[src/hdl/instrument_name_matcher_assert.svh]
// ---------------------------------------------------------------------------
// Assertion macros for the instrument name matcher.
// All checks run on the rising edge of clock and are disabled during reset.
// ---------------------------------------------------------------------------
`ifndef INSTRUMENT_NAME_MATCHER_ASSERT_SVH
`define INSTRUMENT_NAME_MATCHER_ASSERT_SVH

// Same-cycle implication.
`define INM_ASSERT_NOW(label, ante, cons, msg) \
   label: assert property (@(posedge clock) disable iff (reset) (ante) |-> (cons)) \
      else $error(msg);

// Next-cycle implication.
`define INM_ASSERT_NEXT(label, ante, cons, msg) \
   label: assert property (@(posedge clock) disable iff (reset) (ante) |=> (cons)) \
      else $error(msg);

`endif

[src/hdl/inm_pkg.sv]
// ---------------------------------------------------------------------------
// inm_pkg
// Types, codes and character helpers shared by the instrument name matcher.
// ---------------------------------------------------------------------------
package inm_pkg;

   typedef enum logic [3:0] {
      PH_START  = 4'd0,
      PH_ROOT   = 4'd1,
      PH_DASH1  = 4'd2,
      PH_PERP   = 4'd3,
      PH_DAY    = 4'd4,
      PH_MON    = 4'd5,
      PH_YEAR   = 4'd6,
      PH_DASH2  = 4'd7,
      PH_STRIKE = 4'd8,
      PH_DEC0   = 4'd9,
      PH_DEC    = 4'd10,
      PH_DASH3  = 4'd11,
      PH_CP     = 4'd12,
      PH_DEAD   = 4'd13
   } phase_type;

   typedef enum logic [1:0] {
      KIND_NONE   = 2'd0,
      KIND_PERP   = 2'd1,
      KIND_FUTURE = 2'd2,
      KIND_OPTION = 2'd3
   } kind_type;

   localparam logic [3:0] PERP_LEN = 4'd9;

   typedef struct packed {
      logic [7:0] ch;
      logic       char_present;
      logic       last;
   } req_type;

   typedef struct packed {
      logic       valid_res;
      logic [1:0] kind;
   } rsp_type;

   typedef struct packed {
      phase_type  phase;
      logic [3:0] run_count;
   } match_state_type;

   function automatic logic is_upper(input logic [7:0] c);
      return (c >= 8'h41) && (c <= 8'h5a);
   endfunction

   function automatic logic is_digit(input logic [7:0] c);
      return (c >= 8'h30) && (c <= 8'h39);
   endfunction

   // Letters of PERPETUAL; index 0 is the P taken in the dash state.
   function automatic logic [7:0] perp_char(input logic [3:0] idx);
      logic [7:0] c;
      case (idx)
         4'd0: c = 8'h50;
         4'd1: c = 8'h45;
         4'd2: c = 8'h52;
         4'd3: c = 8'h50;
         4'd4: c = 8'h45;
         4'd5: c = 8'h54;
         4'd6: c = 8'h55;
         4'd7: c = 8'h41;
         4'd8: c = 8'h4c;
         default: c = 8'h00;
      endcase
      return c;
   endfunction

endpackage

[src/hdl/inm_step.sv]
// ---------------------------------------------------------------------------
// inm_step
// One matcher transition on a character, plus the verdict on the new state.
// ---------------------------------------------------------------------------
module inm_step (
   input  inm_pkg::match_state_type cur_state,
   input  inm_pkg::req_type         item,
   output inm_pkg::match_state_type next_state,
   output inm_pkg::kind_type        kind
);
   import inm_pkg::*;

   logic [7:0]      c;
   logic [3:0]      n;
   logic            up;
   logic            dig;
   logic [3:0]      n_inc;
   match_state_type adv;

   assign c     = item.ch;
   assign n     = cur_state.run_count;
   assign up    = is_upper(c);
   assign dig   = is_digit(c);
   assign n_inc = n + 4'd1;

   always_comb begin
      adv.phase     = PH_DEAD;
      adv.run_count = 4'd0;
      case (cur_state.phase)
         PH_START: begin
            if (up) adv.phase = PH_ROOT;
         end
         PH_ROOT: begin
            if (up) adv.phase = PH_ROOT;
            else if (c == 8'h2d) adv.phase = PH_DASH1;
         end
         PH_DASH1: begin
            if (c == 8'h50) begin
               adv.phase     = PH_PERP;
               adv.run_count = 4'd1;
            end else if (dig) begin
               adv.phase     = PH_DAY;
               adv.run_count = 4'd1;
            end
         end
         PH_PERP: begin
            if ((n < PERP_LEN) && (c == perp_char(n))) begin
               adv.phase     = PH_PERP;
               adv.run_count = n_inc;
            end
         end
         PH_DAY: begin
            if (dig && (n < 4'd2)) begin
               adv.phase     = PH_DAY;
               adv.run_count = n_inc;
            end else if (up) begin
               adv.phase     = PH_MON;
               adv.run_count = 4'd1;
            end
         end
         PH_MON: begin
            if (up && (n < 4'd3)) begin
               adv.phase     = PH_MON;
               adv.run_count = n_inc;
            end else if (dig && (n == 4'd3)) begin
               adv.phase     = PH_YEAR;
               adv.run_count = 4'd1;
            end
         end
         PH_YEAR: begin
            if (dig && (n < 4'd4)) begin
               adv.phase     = PH_YEAR;
               adv.run_count = n_inc;
            end else if ((c == 8'h2d) && (n >= 4'd2)) begin
               adv.phase = PH_DASH2;
            end
         end
         PH_DASH2: begin
            if (dig) adv.phase = PH_STRIKE;
         end
         PH_STRIKE: begin
            if (dig) adv.phase = PH_STRIKE;
            else if (c == 8'h64) adv.phase = PH_DEC0;
            else if (c == 8'h2d) adv.phase = PH_DASH3;
         end
         PH_DEC0: begin
            if (dig) adv.phase = PH_DEC;
         end
         PH_DEC: begin
            if (dig) adv.phase = PH_DEC;
            else if (c == 8'h2d) adv.phase = PH_DASH3;
         end
         PH_DASH3: begin
            if ((c == 8'h43) || (c == 8'h50)) adv.phase = PH_CP;
         end
         default: begin
            adv.phase = PH_DEAD;
         end
      endcase
   end

   // An item without a character leaves the state alone.
   assign next_state = item.char_present ? adv : cur_state;

   always_comb begin
      kind = KIND_NONE;
      if ((next_state.phase == PH_PERP) && (next_state.run_count == PERP_LEN))
         kind = KIND_PERP;
      else if ((next_state.phase == PH_YEAR) && (next_state.run_count >= 4'd2)
               && (next_state.run_count <= 4'd4))
         kind = KIND_FUTURE;
      else if (next_state.phase == PH_CP)
         kind = KIND_OPTION;
   end

endmodule

[src/hdl/instrument_name_matcher.sv]
// ---------------------------------------------------------------------------
// instrument_name_matcher
// Streams an instrument name one character per request and reports on the
// last character whether it is a perpetual, future or option name.
// ---------------------------------------------------------------------------
//  channel  | ports                          | moves
//  ---------+--------------------------------+-------------------------------
//  request  | req_valid req_ready req_payload| one name character (+ last)
//  response | rsp_valid rsp_ready rsp_payload| verdict, only after a last item
//
//  One request per cycle sustained while no last request waits on a stalled
//  response: input register, one transition of the matcher, result register.
//  The matcher state updates as a request leaves the input register.
//  A stalled response holds back only a last request; others keep flowing.
//  Synchronous reset returns the matcher to the start of a name.
// ---------------------------------------------------------------------------
`include "instrument_name_matcher_assert.svh"

module instrument_name_matcher (
   input  logic             clock,
   input  logic             reset,
   input  logic             req_valid,
   output logic             req_ready,
   input  inm_pkg::req_type req_payload,
   output logic             rsp_valid,
   input  logic             rsp_ready,
   output inm_pkg::rsp_type rsp_payload
);
   import inm_pkg::*;

   logic            s1_valid_ff, s1_valid_in;
   req_type         s1_item_ff, s1_item_in;
   match_state_type state_ff, state_in;
   logic            rsp_valid_ff, rsp_valid_in;
   rsp_type         rsp_payload_ff, rsp_payload_in;

   match_state_type step_state;
   kind_type        step_kind;
   logic            out_free;
   logic            s1_fire;
   logic            req_fire;

   inm_step u_step (
      .cur_state  (state_ff),
      .item       (s1_item_ff),
      .next_state (step_state),
      .kind       (step_kind)
   );

   assign out_free  = !rsp_valid_ff || rsp_ready;
   assign s1_fire   = s1_valid_ff && (!s1_item_ff.last || out_free);
   assign req_ready = !s1_valid_ff || s1_fire;
   assign req_fire  = req_valid && req_ready;

   always_comb begin
      s1_valid_in    = s1_valid_ff;
      s1_item_in     = s1_item_ff;
      state_in       = state_ff;
      rsp_valid_in   = rsp_valid_ff;
      rsp_payload_in = rsp_payload_ff;

      if (req_fire) begin
         s1_valid_in = 1'b1;
         s1_item_in  = req_payload;
      end else if (s1_fire) begin
         s1_valid_in = 1'b0;
      end

      if (rsp_valid_ff && rsp_ready) rsp_valid_in = 1'b0;

      if (s1_fire) begin
         if (s1_item_ff.last) begin
            state_in.phase           = PH_START;
            state_in.run_count       = 4'd0;
            rsp_valid_in             = 1'b1;
            rsp_payload_in.valid_res = (step_kind != KIND_NONE);
            rsp_payload_in.kind      = step_kind;
         end else begin
            state_in = step_state;
         end
      end
   end

   always_ff @(posedge clock) begin
      if (reset) begin
         s1_valid_ff        <= 1'b0;
         rsp_valid_ff       <= 1'b0;
         state_ff.phase     <= PH_START;
         state_ff.run_count <= 4'd0;
      end else begin
         s1_valid_ff  <= s1_valid_in;
         rsp_valid_ff <= rsp_valid_in;
         state_ff     <= state_in;
      end
      s1_item_ff     <= s1_item_in;
      rsp_payload_ff <= rsp_payload_in;
   end

   assign rsp_valid   = rsp_valid_ff;
   assign rsp_payload = rsp_payload_ff;

   `INM_ASSERT_NEXT(a_restart_after_last, s1_fire && s1_item_ff.last, (state_ff.phase == PH_START) && (state_ff.run_count == 4'd0), "matcher did not restart after last request")
   `INM_ASSERT_NOW(a_verdict_consistent, rsp_valid_ff, rsp_payload_ff.valid_res == (rsp_payload_ff.kind != KIND_NONE), "verdict flag and kind disagree")
   `INM_ASSERT_NOW(a_stall_only_on_last, !req_ready, s1_valid_ff && s1_item_ff.last && !out_free, "request side stalled without a blocked last request")
   `INM_ASSERT_NOW(a_perp_count_bound, state_ff.phase == PH_PERP, (state_ff.run_count >= 4'd1) && (state_ff.run_count <= PERP_LEN), "perpetual run count out of range")

endmodule

[config.mk]
export PLATFORM = sky130hd
export DESIGN_NAME = instrument_name_matcher
export DESIGN_NICKNAME = d
export VERILOG_FILES = /design/src/hdl/inm_pkg.sv /design/src/hdl/inm_step.sv /design/src/hdl/instrument_name_matcher.sv
export VERILOG_INCLUDE_DIRS = /design/src /design/src/hdl
export SDC_FILE = /design/constraint.sdc
export NUM_CORES = 1
export LEC_CHECK = 0
export BUFFER_PORTS_ARGS = -buffer_cell sky130_fd_sc_hd__clkbuf_2
export CELL_PAD_IN_SITES_DETAIL_PLACEMENT = 0
export CELL_PAD_IN_SITES_GLOBAL_PLACEMENT = 1
export CORE_UTILIZATION = 35
export DETAILED_ROUTE_END_ITERATION = 16
export GPL_TIMING_DRIVEN = 0
export PLACE_DENSITY = 0.72
export REMOVE_ABC_BUFFERS = 1
export SLEW_MARGIN = 20
export SYNTH_ARGS = -nofsm -noshare
export SYNTH_HDL_FRONTEND = slang
export SYNTH_SLANG_ARGS = --single-unit
export TNS_END_PERCENT = 30
[constraint.sdc]
create_clock -name clock -period 4 [get_ports clock]
set_clock_uncertainty 0.2 [all_clocks]
set_input_delay 0.8 -clock clock [delete_from_list [all_inputs] [get_ports clock]]
set_output_delay 0.8 -clock clock [all_outputs]
set_load 0.005 [all_outputs]
==> report_table.html, run 1 <==
<table>
<tr><th>Metric</th><th>Value</th></tr>
<tr><th colspan="2">Status</th></tr>
<tr><td>Run status</td><td>completed</td></tr>
<tr><th colspan="2">Cells and area</th></tr>
<tr><td>Area growth from synthesis to final layout</td><td>9.36%</td></tr>
<tr><td>Most common library cell in the layout ignoring fill and taps</td><td>nor2_1</td></tr>
<tr><td>ANT cells</td><td>0</td></tr>
<tr><td>Share of post-route cells with drive strength above 1</td><td>0.178</td></tr>
<tr><td>Non-Filler Instances</td><td>328</td></tr>
<tr><td>Count of filler cells inserted in the layout</td><td>604</td></tr>
<tr><td>Area of all sequential standard cells</td><td>slightly above 700 um2</td></tr>
<tr><td>Net count of the finished layout</td><td>272</td></tr>
<tr><td>Area used by multi-input combinational logic</td><td>between 0.001 and 0.0015 mm2</td></tr>
<tr><td>Commonest cells after routing, fill and taps aside</td><td>nor2_1, clkbuf_2, dfxtp_1</td></tr>
<tr><th colspan="2">Hold path</th></tr>
<tr><td>Number of cells on the worst hold path</td><td>2</td></tr>
<tr><td>Type of the worst min-delay path</td><td>reg -&gt; reg</td></tr>
<tr><th colspan="2">Place</th></tr>
<tr><td>DPL Wire Length</td><td>3660 um</td></tr>
<tr><td>Port Buf Inserts</td><td>18</td></tr>
<tr><td>Placed Cells incl. Taps</td><td>320</td></tr>
<tr><td>Global placer's final weighted congestion</td><td>0.809</td></tr>
<tr><th colspan="2">Setup path</th></tr>
<tr><td>CP Depth</td><td>11</td></tr>
<tr><td>Cell count of the worst reg-to-reg path</td><td>11</td></tr>
<tr><td>Worst endpoint required time</td><td>3.97 ns</td></tr>
<tr><td>CP most frequent cell</td><td>inv_1</td></tr>
<tr><td>Cells traversed along the worst timing path</td><td>inv_1 -&gt; nor4_1 -&gt; and3_4 -&gt; o31ai_1 -&gt; o22ai_2 -&gt; a22oi_1 -&gt; nor2_2 -&gt; inv_1 -&gt; ha_1 -&gt; or2_1 -&gt; a21o_1</td></tr>
<tr><td>Setup slack, reg-to-reg</td><td>a little over 0.5 ns</td></tr>
<tr><td>Launch point of the worst reg-to-reg path</td><td>state_ff[4]$_SDFFE_PP0P_</td></tr>
<tr><td>Worst path top cell family by delay</td><td>simple AND/OR/NAND/NOR gates</td></tr>
<tr><td>Worst stage delay on the critical path</td><td>0.82 ns</td></tr>
<tr><td>Arrival time at the worst endpoint</td><td>~3.5 ns</td></tr>
<tr><td>Critical path buffers and inverters</td><td>2</td></tr>
<tr><td>Crit-path slowest cell</td><td>dfxtp_1</td></tr>
<tr><td>CP endpoint kind</td><td>flip-flop</td></tr>
<tr><td>Crit path max fanout</td><td>21</td></tr>
<tr><td>Launching instance or port of the critical path</td><td>state_ff[4]$_SDFFE_PP0P_</td></tr>
<tr><td>Kind of start point of the critical path</td><td>flip-flop</td></tr>
<tr><td>Kind of critical path</td><td>reg -&gt; reg</td></tr>
<tr><th colspan="2">CTS</th></tr>
<tr><td>Number of instances resized during post-cts repair</td><td>0</td></tr>
<tr><td>CTS tree</td><td>built</td></tr>
<tr><td>Total clock buffers created by CTS</td><td>5</td></tr>
<tr><td>Number of levels the H-tree was split into</td><td>2</td></tr>
<tr><td>Clock Tree Root</td><td>clkbuf_8</td></tr>
<tr><td>Post-CTS setup buffers</td><td>0</td></tr>
<tr><td>Insertion delay to the later sink of the worst-skew pair</td><td>0.28 ns</td></tr>
<tr><td>Hold-fix buffers, CTS</td><td>0</td></tr>
<tr><td>Buffers from clock root to sink, at most</td><td>2</td></tr>
<tr><td>Register clock-pin slew on the reported worst setup and hold paths</td><td>0.06 ns</td></tr>
<tr><td>Sink Count</td><td>29</td></tr>
<tr><th colspan="2">STA</th></tr>
<tr><td>Setup_tns</td><td>0 ns</td></tr>
<tr><td>Post-route minimum period</td><td>approximately 3.5 ns</td></tr>
<tr><td>Max transition margin</td><td>0.479</td></tr>
<tr><td>Final count of negative-setup-slack endpoints</td><td>0</td></tr>
<tr><td>Actual slew at the worst max-slew pin</td><td>0.780 ns</td></tr>
<tr><td>Final hold violation count</td><td>0</td></tr>
<tr><td>Timing-limited maximum frequency</td><td>roughly 290 MHz</td></tr>
<tr><td>Max-slew violation total from the final report</td><td>0</td></tr>
<tr><td>Final worst-path cycle share</td><td>0.874</td></tr>
<tr><td>Setup repair after global routing missed its margin</td><td>no</td></tr>
<tr><th colspan="2">Floorplanning</th></tr>
<tr><td>Height of the chip</td><td>around 80 um</td></tr>
<tr><td>Effective utilization at floorplan</td><td>0.364</td></tr>
<tr><td>Die footprint</td><td>0.00647 mm2</td></tr>
<tr><td>Chip width</td><td>80.4 um</td></tr>
<tr><td>Top-level I/O count</td><td>19</td></tr>
<tr><td>Placement Rows</td><td>28</td></tr>
<tr><td>Core Footprint</td><td>approximately 0.0059 mm2</td></tr>
<tr><th colspan="2">Synth</th></tr>
<tr><td>Number of distinct library cells after synthesis</td><td>73</td></tr>
<tr><td>Mean post-synth cell area</td><td>about 9 um2</td></tr>
<tr><td>Netlist Area Pre-Place</td><td>0.00215 mm2</td></tr>
<tr><td>Post-synth top flop</td><td>dfxtp_1</td></tr>
<tr><td>Count of flip-flops with a built-in enable after synthesis</td><td>13</td></tr>
<tr><td>Async S/R FF share, synth</td><td>0</td></tr>
<tr><td>Mapped Cells</td><td>240</td></tr>
<tr><td>Sequential fraction of the synthesis area</td><td>0.330</td></tr>
<tr><td>Number of warnings issued by yosys</td><td>0</td></tr>
<tr><td>Synthesized flop and latch total</td><td>29</td></tr>
<tr><th colspan="2">Pwr</th></tr>
<tr><td>PD cells</td><td>roughly 280 mW/mm2</td></tr>
<tr><td>Internal power</td><td>about 0.0005 W</td></tr>
<tr><td>Fraction of power consumed by combinational cells</td><td>0.098</td></tr>
<tr><td>Leakage power total</td><td>0.832 nW</td></tr>
<tr><td>Portion of total power attributed to sequential cells</td><td>0.521</td></tr>
<tr><td>Clock Power Share</td><td>0.381</td></tr>
<tr><td>Switching Share</td><td>0.250</td></tr>
<tr><td>Sw power</td><td>0.000163 W</td></tr>
<tr><td>Max rail drop VDD</td><td>138 uV</td></tr>
<tr><th colspan="2">GRT</th></tr>
<tr><td>Vias in the first global route</td><td>between 1,500 and 2,000</td></tr>
<tr><td>First-pass GRT wire length</td><td>8420 um</td></tr>
<tr><td>Initial antenna violation count</td><td>0</td></tr>
<tr><td>Largest net degree at the start of global routing</td><td>24</td></tr>
<tr><td>Overall overflow remaining after global route</td><td>0</td></tr>
<tr><td>Tot GR Track Use</td><td>0.172</td></tr>
<tr><th colspan="2">Routing</th></tr>
<tr><td>Post-route antenna net violation count</td><td>0</td></tr>
<tr><td>Total via count after detailed routing</td><td>1,829</td></tr>
<tr><td>Remaining DRCs</td><td>0</td></tr>
<tr><td>Violation count after the first detailed-route iteration</td><td>roughly 130</td></tr>
<tr><td>Detail-routed via count per cell</td><td>5.58</td></tr>
<tr><td>DR WL/cell</td><td>approximately 15 um</td></tr>
<tr><td>Number of optimization iterations in the first detailed-route pass</td><td>4</td></tr>
<tr><td>Wire length after detailed routing</td><td>4970 um</td></tr>
<tr><th colspan="2">Job</th></tr>
<tr><td>Max Cap Viol</td><td>0</td></tr>
</table>
## cell type report
cell class	instances	area share
well taps	75	0.0399
repair buffers	18	0.0383
inverters	14	0.0223
flip-flops and latches	29	0.302
clock buffers	8	0.0383
multi-input cells	184	0.560
## metrics by stage
stage	worst slack, ns	util	total power [W]	instance area [um2]	hold slack, ns
3_5_place_dp	0.559	0.383	0.000409	2260	0.345
6_report	0.504	0.398	0.000652	2350	0.355
3_3_place_gp	0.488	0.383	0.000410	2260	0.334
5_1_grt	0.214	0.398	0.000680	2350	0.398
4_1_cts	0.537	0.398	0.000660	2350	0.359
2_1_floorplan	1.11	-	0.000384	2080	0.327
## worst min-delay path by stage
stage	startpoint	to	slack (ns)
2_1_floorplan	rsp_valid$_SDFF_PP0_	rsp_valid$_SDFF_PP0_	0.33
3_3_place_gp	rsp_valid$_SDFF_PP0_	rsp_valid$_SDFF_PP0_	0.33
3_5_place_dp	rsp_valid$_SDFF_PP0_	rsp_valid$_SDFF_PP0_	0.34
4_1_cts	rsp_valid$_SDFF_PP0_	rsp_valid$_SDFF_PP0_	0.36
5_1_grt	s1_valid_ff$_SDFFE_PP0P_	s1_valid_ff$_SDFFE_PP0P_	0.40
6_report	rsp_valid$_SDFF_PP0_	rsp_valid$_SDFF_PP0_	0.35
## kinds of logic after synthesis
kind of cell,share of synthesized area
xor+xnor,0.0325
flops,0.330
mux,0.00930
buf+inv,0.0581
fa+ha+maj,0.0349
compound gates,0.248
simple gates,0.288
## tightest hold or removal path, cell delays in order (launching register included)
cell and delay (ns):
dfxtp_1 0.37, a21oi_1 0.08, nor2_1 0.07
## power by group through the flow
stage / clock [W] / combinational, W / sequential, W
4_1_cts: 0.000257 / 0.0000638 / 0.000339
6_report: 0.000248 / 0.0000640 / 0.000340
5_1_grt: 0.000266 / 0.0000714 / 0.000342
3_3_place_gp: 0 / 0.0000638 / 0.000346
2_1_floorplan: 0 / 0.0000434 / 0.000341
3_5_place_dp: 0 / 0.0000634 / 0.000346
## cells in the mapped netlist (3+ instances only)
| cell | number | area (um2) |
|---|---|---|
| or2_1 | 4 | 25.0 |
| a21o_1 | 3 | 22.5 |
| nand2_1 | 14 | 52.6 |
| a22oi_1 | 7 | 52.6 |
| and2_1 | 5 | 31.3 |
| nor3b_1 | 3 | 22.5 |
| nand3_1 | 5 | 25.0 |
| nor3_1 | 10 | 50.1 |
| o21ai_0 | 9 | 45.0 |
| ha_1 | 6 | 75.1 |
| nor2_1 | 20 | 75.1 |
| buf_2 | 7 | 35.0 |
| nor2b_1 | 3 | 18.8 |
| dfxtp_1 | 16 | 320 |
| nand4_1 | 4 | 25.0 |
| clkbuf_1 | 4 | 15.0 |
| edfxtp_1 | 13 | 390 |
| xor2_1 | 7 | 61.3 |
| a21oi_1 | 13 | 65.1 |
| o211ai_1 | 4 | 30.0 |
| a2111oi_0 | 4 | 35.0 |
| inv_1 | 14 | 52.6 |
| a31oi_1 | 4 | 25.0 |
## per-layer routing
metal | up-vias | GRT usage | wire [um]
met4 | 0 | 0.0696 | 96
met3 | 7 | 0.0352 | 179
li1 | 937 | - | -
met5 | - | 0 | 0
met2 | 37 | 0.272 | 2340
met1 | 848 | 0.226 | 2350
No activity file was read; power rests on OpenSTA's default activity.
==> run 2, diff against run 1 <==
--- a/config.mk
+++ b/config.mk
@@ -9,6 +9,7 @@
 export BUFFER_PORTS_ARGS = -buffer_cell sky130_fd_sc_hd__clkbuf_2
 export CELL_PAD_IN_SITES_DETAIL_PLACEMENT = 0
 export CELL_PAD_IN_SITES_GLOBAL_PLACEMENT = 1
+export CORE_ASPECT_RATIO = 1.1
 export CORE_UTILIZATION = 35
 export DETAILED_ROUTE_END_ITERATION = 16
 export GPL_TIMING_DRIVEN = 0
==> report_table.html, run 2 (synthesized netlist as in run 1, its figures left out) <==
<table>
<tr><th>Metric</th><th>Value</th></tr>
<tr><th colspan="2">Routing</th></tr>
<tr><td>Remaining DRCs</td><td>0</td></tr>
<tr><td>Violation count after the first detailed-route iteration</td><td>180</td></tr>
<tr><td>Total via count after detailed routing</td><td>1,853</td></tr>
<tr><td>Number of optimization iterations in the first detailed-route pass</td><td>4</td></tr>
<tr><td>Wire length after detailed routing</td><td>4960 um</td></tr>
<tr><td>DR WL/cell</td><td>15.0 um</td></tr>
<tr><td>Post-route antenna net violation count</td><td>0</td></tr>
<tr><td>Detail-routed via count per cell</td><td>5.62</td></tr>
<tr><th colspan="2">Pwr</th></tr>
<tr><td>Portion of total power attributed to sequential cells</td><td>0.509</td></tr>
<tr><td>Internal power</td><td>0.000504 W</td></tr>
<tr><td>Max rail drop VDD</td><td>231 uV</td></tr>
<tr><td>Fraction of power consumed by combinational cells</td><td>0.096</td></tr>
<tr><td>Clock Power Share</td><td>0.396</td></tr>
<tr><td>PD cells</td><td>282 mW/mm2</td></tr>
<tr><td>Leakage power total</td><td>0.841 nW</td></tr>
<tr><td>Sw power</td><td>approximately 0.00016 W</td></tr>
<tr><td>Switching Share</td><td>0.246</td></tr>
<tr><th colspan="2">GRT</th></tr>
<tr><td>First-pass GRT wire length</td><td>8390 um</td></tr>
<tr><td>Grt peak-use layer</td><td>met2</td></tr>
<tr><td>Initial antenna violation count</td><td>0</td></tr>
<tr><td>Vias in the first global route</td><td>1,697</td></tr>
<tr><td>Overall overflow remaining after global route</td><td>0</td></tr>
<tr><td>Largest net degree at the start of global routing</td><td>24</td></tr>
<tr><td>Met2 Resource Use GR</td><td>0.257</td></tr>
<tr><td>Global Route met3 Usage</td><td>0.0304</td></tr>
<tr><td>Tot GR Track Use</td><td>0.165</td></tr>
<tr><td>Met1 layer usage reported by global route</td><td>0.218</td></tr>
<tr><th colspan="2">CTS</th></tr>
<tr><td>Buffers from clock root to sink, at most</td><td>2</td></tr>
<tr><td>Register clock-pin slew on the reported worst setup and hold paths</td><td>0.06 ns</td></tr>
<tr><td>Number of levels the H-tree was split into</td><td>2</td></tr>
<tr><td>Number of instances resized during post-cts repair</td><td>0</td></tr>
<tr><td>Total clock buffers created by CTS</td><td>5</td></tr>
<tr><td>Insertion delay to the later sink of the worst-skew pair</td><td>between 0.2 and 0.3 ns</td></tr>
<tr><td>Post-CTS setup buffers</td><td>0</td></tr>
<tr><td>Sink Count</td><td>29</td></tr>
<tr><td>Clock Tree Root</td><td>clkbuf_8</td></tr>
<tr><td>Hold-fix buffers, CTS</td><td>0</td></tr>
<tr><td>CTS tree</td><td>built</td></tr>
<tr><th colspan="2">STA</th></tr>
<tr><td>Final setup slack of the worst path</td><td>0.522 ns</td></tr>
<tr><td>Setup repair after global routing missed its margin</td><td>no</td></tr>
<tr><td>Actual slew at the worst max-slew pin</td><td>approximately 0.8 ns</td></tr>
<tr><td>Final hold violation count</td><td>0</td></tr>
<tr><td>Final count of negative-setup-slack endpoints</td><td>0</td></tr>
<tr><td>Timing-limited maximum frequency</td><td>approximately 290 MHz</td></tr>
<tr><td>Max transition margin</td><td>0.450</td></tr>
<tr><td>Setup_tns</td><td>0 ns</td></tr>
<tr><td>Max-slew violation total from the final report</td><td>0</td></tr>
<tr><td>Post-route minimum period</td><td>3.48 ns</td></tr>
<tr><td>Final worst-path cycle share</td><td>0.870</td></tr>
<tr><th colspan="2">Cells and area</th></tr>
<tr><td>Count of filler cells inserted in the layout</td><td>594</td></tr>
<tr><td>Commonest cells after routing, fill and taps aside</td><td>nor2_1, clkbuf_2, dfxtp_1</td></tr>
<tr><td>Net count of the finished layout</td><td>272</td></tr>
<tr><td>Most common library cell in the layout ignoring fill and taps</td><td>nor2_1</td></tr>
<tr><td>Share of post-route cells with drive strength above 1</td><td>0.186</td></tr>
<tr><td>Area growth from synthesis to final layout</td><td>9.99%</td></tr>
<tr><td>Fin area</td><td>0.00237 mm2</td></tr>
<tr><td>ANT cells</td><td>0</td></tr>
<tr><th colspan="2">Floorplanning</th></tr>
<tr><td>Die footprint</td><td>about 0.0065 mm2</td></tr>
<tr><td>Effective utilization at floorplan</td><td>0.369</td></tr>
<tr><td>Height of the chip</td><td>84.3 um</td></tr>
<tr><td>Chip width</td><td>roughly 77 um</td></tr>
<tr><td>Top-level I/O count</td><td>19</td></tr>
<tr><td>Core Footprint</td><td>about 0.006 mm2</td></tr>
<tr><td>Placement Rows</td><td>29</td></tr>
<tr><th colspan="2">Status</th></tr>
<tr><td>Run status</td><td>completed</td></tr>
<tr><th colspan="2">Setup path</th></tr>
<tr><td>Crit path max fanout</td><td>21</td></tr>
<tr><td>Kind of start point of the critical path</td><td>flip-flop</td></tr>
<tr><td>Worst endpoint required time</td><td>3.97 ns</td></tr>
<tr><td>Kind of critical path</td><td>reg -&gt; reg</td></tr>
<tr><td>Arrival time at the worst endpoint</td><td>3.45 ns</td></tr>
<tr><td>CP endpoint kind</td><td>flip-flop</td></tr>
<tr><th colspan="2">Place</th></tr>
<tr><td>Pre-CTS WS</td><td>0.590 ns</td></tr>
<tr><td>DPL Wire Length</td><td>3700 um</td></tr>
<tr><td>Dpl cell area</td><td>0.00227 mm2</td></tr>
<tr><td>Port Buf Inserts</td><td>18</td></tr>
<tr><td>Global placer's final weighted congestion</td><td>0.840</td></tr>
<tr><th colspan="2">Job</th></tr>
<tr><td>Max Cap Viol</td><td>0</td></tr>
<tr><th colspan="2">Hold path</th></tr>
<tr><td>Type of the worst min-delay path</td><td>reg -&gt; reg</td></tr>
</table>
run 2: cell types whose count changed in the layout (fill, tap and decap cells not counted):
cell      change
clkinv_2      +1
clkbuf_8      +1
clkbuf_1      -2
run 2: worst paths after layout:
| check | start | to | slack, ns | cells after the start |
|---|---|---|---|---|
| max | state_ff[4]$_SDFFE_PP0P_ | flip-flop | 0.52 | 11 |
| min | s1_valid_ff$_SDFFE_PP0P_ | s1_valid_ff$_SDFFE_PP0P_ | 0.35 | 2 |
| max reg2reg | state_ff[4]$_SDFFE_PP0P_ | flip-flop | 0.52 | 11 |
| min reg2reg | s1_valid_ff$_SDFFE_PP0P_ | s1_valid_ff$_SDFFE_PP0P_ | 0.35 | 2 |
run 2: final cells by class:
type | instances | area (um2) | share of cell area
multi-input cells | 184 | 1320 | 0.556
flip-flops and latches | 29 | 711 | 0.300
clock buffers | 7 | 96.3 | 0.0407
well taps | 77 | 96.3 | 0.0407
repair buffers | 18 | 90.1 | 0.0380
inverters | 14 | 52.6 | 0.0222
clock inverters | 1 | 5.00 | 0.00211
run 2: routing by layer:
metal	routed length, um	vias to the layer above
li1	-	936
met5	0	-
met2	2360	48
met4	121	0
met3	195	9
met1	2290	860
run 2: critical path: stages, from the launching register on:
cell and delay (ns):
dfxtp_1 0.81, inv_1 0.26, nor4_1 0.47, and3_4 0.31, o31ai_1 0.11, o22ai_2 0.20, a22oi_1 0.15, nor2_2 0.17
inv_1 0.09, ha_1 0.21, or2_1 0.23, a21o_1 0.16
run 2: power groups by stage:
stage,Combinational (W),Sequential (W),Clock (W)
2_1_floorplan,0.0000434,0.000341,0
3_3_place_gp,0.0000634,0.000346,0
3_5_place_dp,0.0000634,0.000346,0
4_1_cts,0.0000638,0.000339,0.000275
5_1_grt,0.0000712,0.000342,0.000290
6_report,0.0000639,0.000340,0.000264
run 2: metrics by stage:
stage,utilization,hold slack [ns],std cells,power [W]
after floorplan,-,0.327,227,0.000384
after global placement,0.388,0.328,322,0.000409
after detailed placement,0.388,0.343,322,0.000409
after CTS,0.405,0.356,330,0.000678
after global routing,0.405,0.393,330,0.000703
final,0.405,0.351,330,0.000668
